<file path="src/sv/ssdcb_pkg.sv">
// Shared types and constants for the SSD command buffer unit.
`timescale 1ns / 1ps
package ssdcb_pkg;
   localparam int BUFFER_DEPTH = 16;
   localparam int STORE_WORDS  = 128;
   localparam int PEND_AW      = $clog2(BUFFER_DEPTH);
   localparam int CNT_W        = $clog2(BUFFER_DEPTH + 1);
   localparam int STORE_AW     = $clog2(STORE_WORDS);
   localparam int LBA_W        = 7;
   localparam int LIM_W        = 8;
   localparam int THR_W        = 5;
   localparam int DATA_W       = 32;

   localparam logic [2:0] KIND_WRITE = 3'd0;
   localparam logic [2:0] KIND_READ  = 3'd1;
   localparam logic [2:0] KIND_ERASE = 3'd2;
   localparam logic [2:0] KIND_RANGE = 3'd3;
   localparam logic [2:0] KIND_FLUSH = 3'd4;

   localparam logic CSR_THRESHOLD = 1'b0;
   localparam logic CSR_LIMIT     = 1'b1;

   typedef enum logic [1:0] {
      STAT_OK       = 2'd0,
      STAT_BAD_ADDR = 2'd1,
      STAT_BAD_KIND = 2'd2
   } status_type;

   typedef enum logic [2:0] {
      OP_WRITE, OP_READ, OP_ERASE, OP_RANGE, OP_FLUSH, OP_BAD_ADDR, OP_BAD_KIND
   } op_type;

   typedef enum logic [1:0] {
      ENT_WRITE = 2'd0,
      ENT_ERASE = 2'd2,
      ENT_RANGE = 2'd3
   } ent_kind_type;

   typedef struct packed {
      op_type             op;
      logic [LBA_W-1:0]   lba;
      logic [DATA_W-1:0]  data;
   } cmd_type;

   typedef struct packed {
      ent_kind_type       kind;
      logic [LBA_W-1:0]   lba;
      logic [DATA_W-1:0]  data;
   } pend_type;

   typedef struct packed {
      logic [LIM_W-1:0]   lim;
      logic [THR_W-1:0]   thr;
   } cfg_type;
endpackage

</file>
<file path="src/sv/ssdcb_front.sv">
// Front end: configuration registers and command classification.
`timescale 1ns / 1ps
module ssdcb_front import ssdcb_pkg::*; (
   input  logic              clock,
   input  logic              reset,
   input  logic              csr_valid,
   output logic              csr_ready,
   input  logic              csr_index,
   input  logic [LIM_W-1:0]  csr_data,
   input  logic [2:0]        req_kind,
   input  logic [LBA_W-1:0]  req_lba,
   input  logic [DATA_W-1:0] req_data,
   output cmd_type           cmd,
   output cfg_type           cfg
);
   logic [THR_W-1:0] thr_ff, thr_in;
   logic [LIM_W-1:0] lim_ff, lim_in;

   assign csr_ready = 1'b1;

   always_comb begin
      thr_in = thr_ff;
      lim_in = lim_ff;
      if (csr_valid) begin
         if (csr_index == CSR_THRESHOLD) thr_in = csr_data[THR_W-1:0];
         else lim_in = csr_data;
      end
   end

   always_ff @(posedge clock) begin
      if (reset) begin
         thr_ff <= THR_W'(10);
         lim_ff <= LIM_W'(100);
      end else begin
         thr_ff <= thr_in;
         lim_ff <= lim_in;
      end
   end

   always_comb begin
      cfg.lim = (lim_ff > LIM_W'(STORE_WORDS)) ? LIM_W'(STORE_WORDS) : lim_ff;
      if (thr_ff == '0) cfg.thr = THR_W'(1);
      else if (thr_ff > THR_W'(BUFFER_DEPTH)) cfg.thr = THR_W'(BUFFER_DEPTH);
      else cfg.thr = thr_ff;
   end

   always_comb begin
      cmd.lba  = req_lba;
      cmd.data = req_data;
      case (req_kind)
         KIND_WRITE: cmd.op = OP_WRITE;
         KIND_READ:  cmd.op = OP_READ;
         KIND_ERASE: cmd.op = OP_ERASE;
         KIND_RANGE: cmd.op = OP_RANGE;
         KIND_FLUSH: cmd.op = OP_FLUSH;
         default:    cmd.op = OP_BAD_KIND;
      endcase
      if (req_kind inside {KIND_WRITE, KIND_READ, KIND_ERASE, KIND_RANGE}
          && {1'b0, req_lba} >= cfg.lim)
         cmd.op = OP_BAD_ADDR;
   end
endmodule

</file>
<file path="src/sv/ssdcb_fifo.sv">
// Two-entry command queue between front and back.
`timescale 1ns / 1ps
module ssdcb_fifo import ssdcb_pkg::*; (
   input  logic    clock,
   input  logic    reset,
   input  logic    push,
   input  cmd_type push_cmd,
   input  logic    pop,
   output cmd_type head,
   output logic    empty,
   output logic    full
);
   cmd_type    slot_ff [2];
   logic       wr_ff, wr_in, rd_ff, rd_in;
   logic [1:0] cnt_ff, cnt_in;

   assign empty = (cnt_ff == 2'd0);
   assign full  = (cnt_ff == 2'd2);
   assign head  = slot_ff[rd_ff];

   always_comb begin
      wr_in  = push ? ~wr_ff : wr_ff;
      rd_in  = pop  ? ~rd_ff : rd_ff;
      cnt_in = cnt_ff + 2'(push) - 2'(pop);
   end

   always_ff @(posedge clock) begin
      if (reset) begin
         wr_ff  <= 1'b0;
         rd_ff  <= 1'b0;
         cnt_ff <= 2'd0;
      end else begin
         wr_ff  <= wr_in;
         rd_ff  <= rd_in;
         cnt_ff <= cnt_in;
      end
   end

   always_ff @(posedge clock) begin
      if (push) slot_ff[wr_ff] <= push_cmd;
   end
endmodule

</file>
<file path="src/sv/ssdcb_back.sv">
// Back end: pending buffer, block store, read scan and buffer apply sequencer.
`timescale 1ns / 1ps
module ssdcb_back import ssdcb_pkg::*; (
   input  logic              clock,
   input  logic              reset,
   input  cfg_type           cfg,
   input  cmd_type           head,
   input  logic              empty,
   output logic              pop,
   output logic              rsp_valid,
   output logic [DATA_W-1:0] rsp_read_data,
   output logic [1:0]        rsp_status,
   output logic              rsp_from_buffer,
   output logic              rsp_flushed
);
   typedef enum logic [2:0] {
      S_IDLE, S_SCAN_RD, S_SCAN_CHK, S_ST_RD, S_ST_OUT, S_AP_RD, S_AP_CHK, S_AP_ERASE
   } state_type;

   state_type          state_ff;
   cmd_type            cmd_ff;
   logic [CNT_W-1:0]   cnt_ff;
   logic [PEND_AW-1:0] idx_ff;
   logic [LIM_W-1:0]   addr_ff, end_ff;
   logic               rsp_valid_ff, from_buf_ff, flushed_ff;
   logic [DATA_W-1:0]  rd_data_ff;
   status_type         status_ff;

   pend_type           pend_mem [BUFFER_DEPTH];
   pend_type           pend_q;
   logic               pend_we;
   pend_type           pend_wdata;

   logic [DATA_W-1:0]  store_mem [STORE_WORDS];
   logic [DATA_W-1:0]  store_q;
   logic [STORE_WORDS-1:0] valid_ff;
   logic               valid_q;
   logic               store_we;

   logic [DATA_W:0]    erase_sum;
   logic [DATA_W:0]    erase_lim;
   logic [DATA_W:0]    q_ext;
   logic               scan_hit;
   logic [CNT_W-1:0]   cnt_next;

   assign pop             = (state_ff == S_IDLE) && !empty;
   assign rsp_valid       = rsp_valid_ff;
   assign rsp_read_data   = rd_data_ff;
   assign rsp_status      = status_ff;
   assign rsp_from_buffer = from_buf_ff;
   assign rsp_flushed     = flushed_ff;

   always_comb begin
      pend_we    = pop && (head.op == OP_WRITE || head.op == OP_ERASE
                           || head.op == OP_RANGE);
      pend_wdata.lba  = head.lba;
      pend_wdata.data = head.data;
      case (head.op)
         OP_ERASE: pend_wdata.kind = ENT_ERASE;
         OP_RANGE: pend_wdata.kind = ENT_RANGE;
         default:  pend_wdata.kind = ENT_WRITE;
      endcase
      cnt_next = cnt_ff + CNT_W'(1);
      // exclusive end of the entry being examined, before clipping
      if (pend_q.kind == ENT_ERASE)
         erase_sum = {1'b0, pend_q.data} + (DATA_W+1)'(pend_q.lba);
      else
         erase_sum = {1'b0, pend_q.data};
      erase_lim = (DATA_W+1)'(cfg.lim);
      q_ext     = (DATA_W+1)'(cmd_ff.lba);
      if (pend_q.kind == ENT_WRITE) scan_hit = (pend_q.lba == cmd_ff.lba);
      else scan_hit = (cmd_ff.lba >= pend_q.lba) && (q_ext < erase_sum);
      store_we = (state_ff == S_AP_CHK) && (pend_q.kind == ENT_WRITE)
                 && ({1'b0, pend_q.lba} < cfg.lim);
   end

   always_ff @(posedge clock) begin
      if (pend_we) pend_mem[cnt_ff[PEND_AW-1:0]] <= pend_wdata;
      pend_q <= pend_mem[idx_ff];
      if (store_we) store_mem[pend_q.lba[STORE_AW-1:0]] <= pend_q.data;
      store_q <= store_mem[cmd_ff.lba[STORE_AW-1:0]];
      valid_q <= valid_ff[cmd_ff.lba[STORE_AW-1:0]];
   end

   always_ff @(posedge clock) begin
      if (reset) begin
         valid_ff <= '0;
      end else if (store_we) begin
         valid_ff[pend_q.lba[STORE_AW-1:0]] <= 1'b1;
      end else if (state_ff == S_AP_ERASE && addr_ff < end_ff) begin
         valid_ff[addr_ff[STORE_AW-1:0]] <= 1'b0;
      end
   end

   always_ff @(posedge clock) begin
      if (reset) begin
         state_ff     <= S_IDLE;
         cnt_ff       <= '0;
         idx_ff       <= '0;
         rsp_valid_ff <= 1'b0;
         rd_data_ff   <= '0;
         status_ff    <= STAT_OK;
         from_buf_ff  <= 1'b0;
         flushed_ff   <= 1'b0;
      end else begin
         rsp_valid_ff <= 1'b0;
         rd_data_ff   <= '0;
         status_ff    <= STAT_OK;
         from_buf_ff  <= 1'b0;
         flushed_ff   <= 1'b0;
         case (state_ff)
            S_IDLE: begin
               if (pop) begin
                  cmd_ff <= head;
                  case (head.op)
                     OP_BAD_KIND: begin
                        rsp_valid_ff <= 1'b1;
                        status_ff    <= STAT_BAD_KIND;
                     end
                     OP_BAD_ADDR: begin
                        rsp_valid_ff <= 1'b1;
                        status_ff    <= STAT_BAD_ADDR;
                     end
                     OP_READ: begin
                        if (cnt_ff == '0) begin
                           state_ff <= S_ST_RD;
                        end else begin
                           idx_ff   <= PEND_AW'(cnt_ff - CNT_W'(1));
                           state_ff <= S_SCAN_RD;
                        end
                     end
                     OP_FLUSH: begin
                        idx_ff <= '0;
                        if (cnt_ff == '0) begin
                           rsp_valid_ff <= 1'b1;
                           flushed_ff   <= 1'b1;
                        end else begin
                           state_ff <= S_AP_RD;
                        end
                     end
                     default: begin
                        cnt_ff <= cnt_next;
                        idx_ff <= '0;
                        if (cnt_next >= cfg.thr) state_ff <= S_AP_RD;
                        else rsp_valid_ff <= 1'b1;
                     end
                  endcase
               end
            end
            S_SCAN_RD: state_ff <= S_SCAN_CHK;
            S_SCAN_CHK: begin
               if (scan_hit) begin
                  rsp_valid_ff <= 1'b1;
                  from_buf_ff  <= 1'b1;
                  rd_data_ff   <= (pend_q.kind == ENT_WRITE) ? pend_q.data : '0;
                  state_ff     <= S_IDLE;
               end else if (idx_ff == '0) begin
                  state_ff <= S_ST_RD;
               end else begin
                  idx_ff   <= idx_ff - PEND_AW'(1);
                  state_ff <= S_SCAN_RD;
               end
            end
            S_ST_RD: state_ff <= S_ST_OUT;
            S_ST_OUT: begin
               rsp_valid_ff <= 1'b1;
               rd_data_ff   <= valid_q ? store_q : '0;
               state_ff     <= S_IDLE;
            end
            S_AP_RD: state_ff <= S_AP_CHK;
            S_AP_CHK: begin
               addr_ff <= {1'b0, pend_q.lba};
               if (pend_q.kind == ENT_WRITE) end_ff <= '0;
               else end_ff <= (erase_sum < erase_lim) ? LIM_W'(erase_sum) : cfg.lim;
               state_ff <= S_AP_ERASE;
            end
            S_AP_ERASE: begin
               if (addr_ff < end_ff) begin
                  addr_ff <= addr_ff + LIM_W'(1);
               end else if (CNT_W'(idx_ff) + CNT_W'(1) == cnt_ff) begin
                  cnt_ff       <= '0;
                  rsp_valid_ff <= 1'b1;
                  flushed_ff   <= 1'b1;
                  state_ff     <= S_IDLE;
               end else begin
                  idx_ff   <= idx_ff + PEND_AW'(1);
                  state_ff <= S_AP_RD;
               end
            end
            default: state_ff <= S_IDLE;
         endcase
      end
   end
endmodule

</file>
<file path="src/sv/ssd_command_buffer_unit.sv">
// Top level of the SSD command buffer unit.
`timescale 1ns / 1ps
// Commands enter on start when busy is low and queue two deep ahead of the
// executor; each gives exactly one rsp_valid strobe, in order, and the
// receiver cannot stall it, so every strobe must be taken when it comes.
// A read scans the buffered entries newest first through the pending buffer
// and, if none holds its address, reads the block store; an apply visits
// each buffered entry in turn and clears the valid bit of each erased word.
// Store reads return zero out of reset, through per-word valid bits, with no
// clearing pass. Configuration writes are always accepted.
module ssd_command_buffer_unit import ssdcb_pkg::*; (
   input  logic              clock,
   input  logic              reset,
   input  logic              start,
   output logic              busy,
   input  logic [2:0]        req_kind,
   input  logic [LBA_W-1:0]  req_lba,
   input  logic [DATA_W-1:0] req_data,
   output logic              rsp_valid,
   output logic [DATA_W-1:0] rsp_read_data,
   output logic [1:0]        rsp_status,
   output logic              rsp_from_buffer,
   output logic              rsp_flushed,
   input  logic              csr_valid,
   output logic              csr_ready,
   input  logic              csr_index,
   input  logic [LIM_W-1:0]  csr_data
);
   cmd_type cmd, head;
   cfg_type cfg;
   logic    empty, full, pop, push;

   assign busy = full;
   assign push = start && !full;

   ssdcb_front u_front (
      .clock, .reset, .csr_valid, .csr_ready, .csr_index, .csr_data,
      .req_kind, .req_lba, .req_data, .cmd, .cfg
   );

   ssdcb_fifo u_fifo (
      .clock, .reset, .push, .push_cmd(cmd), .pop, .head, .empty, .full
   );

   ssdcb_back u_back (
      .clock, .reset, .cfg, .head, .empty, .pop, .rsp_valid, .rsp_read_data,
      .rsp_status, .rsp_from_buffer, .rsp_flushed
   );
endmodule

</file>
<file path="config.mk">
export PLATFORM = sky130hd
export DESIGN_NAME = ssd_command_buffer_unit
export DESIGN_NICKNAME = d
export VERILOG_FILES = /design/src/sv/ssdcb_pkg.sv /design/src/sv/ssdcb_front.sv /design/src/sv/ssdcb_fifo.sv /design/src/sv/ssdcb_back.sv /design/src/sv/ssd_command_buffer_unit.sv
export SDC_FILE = /design/constraint.sdc
export NUM_CORES = 2
export LEC_CHECK = 0
export BUFFER_PORTS_ARGS = -buffer_cell sky130_fd_sc_hd__buf_2
export CAP_MARGIN = 40
export CORE_UTILIZATION = 50
export DETAILED_ROUTE_END_ITERATION = 7
export GPL_ROUTABILITY_DRIVEN = 0
export PLACE_DENSITY_LB_ADDON = 0.1
export SKIP_LAST_GASP = 1
export SYNTH_ARGS = -nofsm -noshare
export SYNTH_HDL_FRONTEND = slang
export SYNTH_HIERARCHICAL = 1
export SYNTH_MEMORY_MAX_BITS = 65536
export SYNTH_SLANG_ARGS = --single-unit
</file>
<file path="constraint.sdc">
create_clock -name clock -period 6 [get_ports clock]
set_input_delay 0.9 -clock clock [delete_from_list [all_inputs] [get_ports clock]]
set_output_delay 0.9 -clock clock [all_outputs]
set_load 0.01 [all_outputs]
</file>
==> impl_metrics.json <==
{
  "outcome": "finished, final reports clean",
  "worst_setup_path_start_kind": "flop",
  "routed-via-count": 94440,
  "synth-async-reset-ratio_pct": 0,
  "path_buf_inv": 4,
  "syn_to_final_growth_pct": 14.0,
  "clock_path_buffers": 4,
  "cts.htree.levels": 6,
  "period_needed_ns": 4.99,
  "wl_met2_mm": 254,
  "ir_drop_mv": 0.474,
  "holdWs_ns": 0.0871,
  "io_pins": 94,
  "place_inst": 13804,
  "crit_family": "simple AND/OR/NAND/NOR gates",
  "drt_iter0_markers": 11757,
  "worstMarginPinSlew_ns": 1.00,
  "num_rows": 230,
  "relSlewSlack_pct": 33.1,
  "drtAntennaViolNets": 0,
  "detail_route.wl_per_cell_um": 35.4,
  "finClkSkew_ns": 0.0493,
  "grt_use_total_pct": 26.4,
  "wirelength_mm": 525,
  "path_cells": "nand2b_1 > inv_1 > inv_1 > ha_1 > a21o_1 > a21o_1 > a21o_1 > a21o_1 > a21o_1 > nand2_1 > nand3_2 > buf_4 > nor2_4 > buf_4",
  "cp_max_fo": 32,
  "crit_arrival_ns": 5.65,
  "grt_first_pass_wirelength_mm": 738,
  "drive_gt1_share_pct": 32.2,
  "area.sequential_um2": 151000,
  "root_buffer": "clkbuf_16",
  "rsz0062_at_grt": "false",
  "dp_hpwl_mm": 308,
  "drv_slew": 0,
  "core_um2": 393000,
  "first_global_vias": 95825,
  "cts_setup_buffers": 0,
  "grt_max_degree": 125,
  "clkTransAtPathRegs_ns": 0.06,
  "start_util_pct": 50.3,
  "tritoncts": "built",
  "synthCells": 8593,
  "drtPass1Iterations": 8,
  "syn_nets": 8714,
  "fp.dieH_um": 631,
  "cts_num_sinks": 5128,
  "p_leak_nw": 69.7,
  "end_kind": "flop",
  "antenna_found_initial": 44,
  "synth_compound_area_share_pct": 1.11,
  "multi_input_area_um2": 45100,
  "critPathMaxStageDelay_ns": 0.70,
  "gr-total-overflow": 0,
  "power_density_nw_per_um2": 447,
  "numCtsBuffers": 535,
  "finalNetCount": 9266,
  "dieArea_um2": 398000,
  "highest_layer": "met4",
  "yosysUniqueCellTypes": 80,
  "io_buffer_count": 92,
  "syn_avg_cell_area_um2": 23.0,
  "ys_warn_count": 6,
  "finalNonFillerCells": 14813,
  "synth.area.mux_share_pct": 18.7,
  "synthSimpleGateAreaFrac_pct": 1.83,
  "worstSkewPairLatency_ns": 1.05,
  "vias_per_cell": 6.38,
  "crit_required_ns": 6.66,
  "route.met3.wl_mm": 43.4,
  "tns_ns": 0,
  "synth_area_um2": 198000,
  "drc": 0,
  "wl_met1_mm": 212,
  "ys_seq_area_share_pct": 76.6,
  "cpMostUsedCell": "a21o_1",
  "setup_viol": 0,
  "critPathKind": "reg2reg",
  "ys.flop_type": "edfxtp_1",
  "slowest_stage": "nand3_2",
  "synth_top_family_by_area": "multiplexers",
  "ys_seq_elements": 5128,
  "n_fill_cell": 28241,
  "hold_path_class": "in2reg",
  "hold_viol": 0,
  "synth_edf_count": 4859,
  "maxCapViolations": 0,
  "finalCritPeriodShare_pct": 83.1,
  "synth-adder-area-share_pct": 0.425,
  "synth_xor_area_share_pct": 0.153,
  "max_clock_freq_ghz": 0.201,
  "die_w_um": 631
}
sequential cells by signal, summed over array words and instances (netlist names), 2 cells and up, named ones only:
| name | cells |
|---|---|
| u_back/store_mem | 4096 |
| u_back/pend_mem | 656 |
| u_back/valid_ff | 128 |
| u_fifo/slot_ff | 84 |
| u_back/pend_q | 41 |
| u_back/rsp_read_data | 32 |
| u_back/store_q | 32 |
| u_back/addr_ff | 8 |
| u_back/end_ff | 8 |
| u_front/lim_ff | 8 |
| u_back/cmd_ff | 7 |
| u_back/cnt_ff | 5 |
| u_front/thr_ff | 5 |
| u_back/idx_ff | 4 |
| u_back/state_ff | 3 |
| u_back/rsp_status | 2 |
| u_fifo/cnt_ff | 2 |
cell usage after synthesis, types with 5 or more instances:
cell type / number / area [um^2]
a31oi_1: 8 / 50.1
nand2b_1: 21 / 131
nor3_1: 140 / 701
and3_1: 14 / 87.6
a211o_1: 7 / 61.3
nor3b_1: 5 / 37.5
buf_2: 73 / 365
mux2_2: 35 / 394
xnor2_1: 20 / 175
and2_1: 5 / 31.3
a21o_1: 17 / 128
o21ai_0: 34 / 170
ha_1: 64 / 801
a311oi_1: 13 / 114
mux4_2: 1591 / 35800
a211oi_1: 10 / 75.1
xor2_1: 12 / 105
nand4_1: 15 / 93.8
nand3_1: 54 / 270
mux2_4: 42 / 631
inv_1: 57 / 214
nand2_1: 94 / 353
o211ai_1: 5 / 37.5
dfxtp_1: 269 / 5390
nor2_1: 363 / 1360
or3_1: 6 / 37.5
a22oi_1: 33 / 248
o31ai_1: 6 / 45.0
buf_1: 70 / 263
nor2b_1: 26 / 163
nor4_1: 7 / 43.8
a21oi_1: 173 / 866
edfxtp_1: 4859 / 146000
clkbuf_1: 314 / 1180
mux2i_1: 8 / 80.1
nand3b_1: 6 / 45.0
buf_4: 40 / 300
cells in the final DEF, fill, tap and decap left out, drive strengths merged, types with 32 or more instances in the layout:
| cell type | Yosys | final |
|---|---|---|
| mux2 | 77 | 77 |
| clkinv | 1 | 191 |
| o21ai | 38 | 38 |
| nand2 | 94 | 94 |
| mux4 | 1591 | 1591 |
| buf | 190 | 496 |
| a21oi | 173 | 173 |
| ha | 64 | 64 |
| diode | 0 | 32 |
| a22oi | 33 | 33 |
| nand3 | 54 | 54 |
| clkbuf | 314 | 698 |
| nor2 | 363 | 363 |
| edfxtp | 4859 | 4859 |
| dfxtp | 269 | 269 |
| inv | 57 | 81 |
| nor3 | 141 | 141 |
metal layers:
| layer | vias up | track usage [%] |
|---|---|---|
| met2 | 4192 | 42.2 |
| met5 | - | 0 |
| met4 | 0 | 7.39 |
| li1 | 37742 | - |
| met3 | 720 | 4.64 |
| met1 | 51786 | 38.0 |
stage by stage:
| stage | power [mW] | setup WS, ns | instance area, um^2 | utilization [%] |
|---|---|---|---|---|
| 6_report | 101 | 1.01 | 225000 | 57.4 |
| 5_1_grt | 104 | 0.791 | 225000 | 57.3 |
| 4_1_cts | 101 | 1.05 | 225000 | 57.3 |
| 3_5_place_dp | 69.8 | 1.09 | 208000 | 53.0 |
| 3_3_place_gp | 68.8 | 0.730 | 207000 | 52.6 |
| 2_1_floorplan | 58.8 | 0.601 | 198000 | - |
worst paths after layout:
path                                    to  depth (start not counted)               from  slack (ns)
setup reg to reg  u_back/store_mem[102][4]                         14  u_front/lim_ff[7]        1.01
setup / recovery  u_back/store_mem[102][4]                         14  u_front/lim_ff[7]        1.01
hold reg to reg          u_front/lim_ff[0]                          2  u_front/lim_ff[0]        0.46
hold / removal        u_fifo/slot_ff[0][9]                          1        req_data[9]        0.09
report_power, final:
part           switching [mW]  internal (mW)
sequential               1.46           44.5
clock                    13.5           18.3
combinational            15.0           7.98
cell type report:
| type | instances | share of cell area [%] |
|---|---|---|
| flip-flops and latches | 5128 | 67.2 |
| multi-input cells | 2903 | 20.0 |
| clock buffers | 698 | 6.41 |
| well taps | 5220 | 2.90 |
| repair buffers | 519 | 2.37 |
| clock inverters | 255 | 0.975 |
| inverters | 58 | 0.0966 |
| diodes | 32 | 0.0355 |
kinds of logic (layout without fill, tap and decap cells):
group	count (synthesis)	after routing
compound gates	346	346
xor+xnor	33	33
fa+ha+maj	66	66
buf+inv	562	1530
flops	5128	5128
mux	1676	1676
other cells	1	33
simple gates	781	781
timing repair:
| action | in CTS | in global routing |
|---|---|---|
| hold endpoints to repair | 43 | 0 |
| gates resized for setup | 0 | 0 |
| hold buffers | 23 | 0 |
No activity file was read; power rests on OpenSTA's default activity.
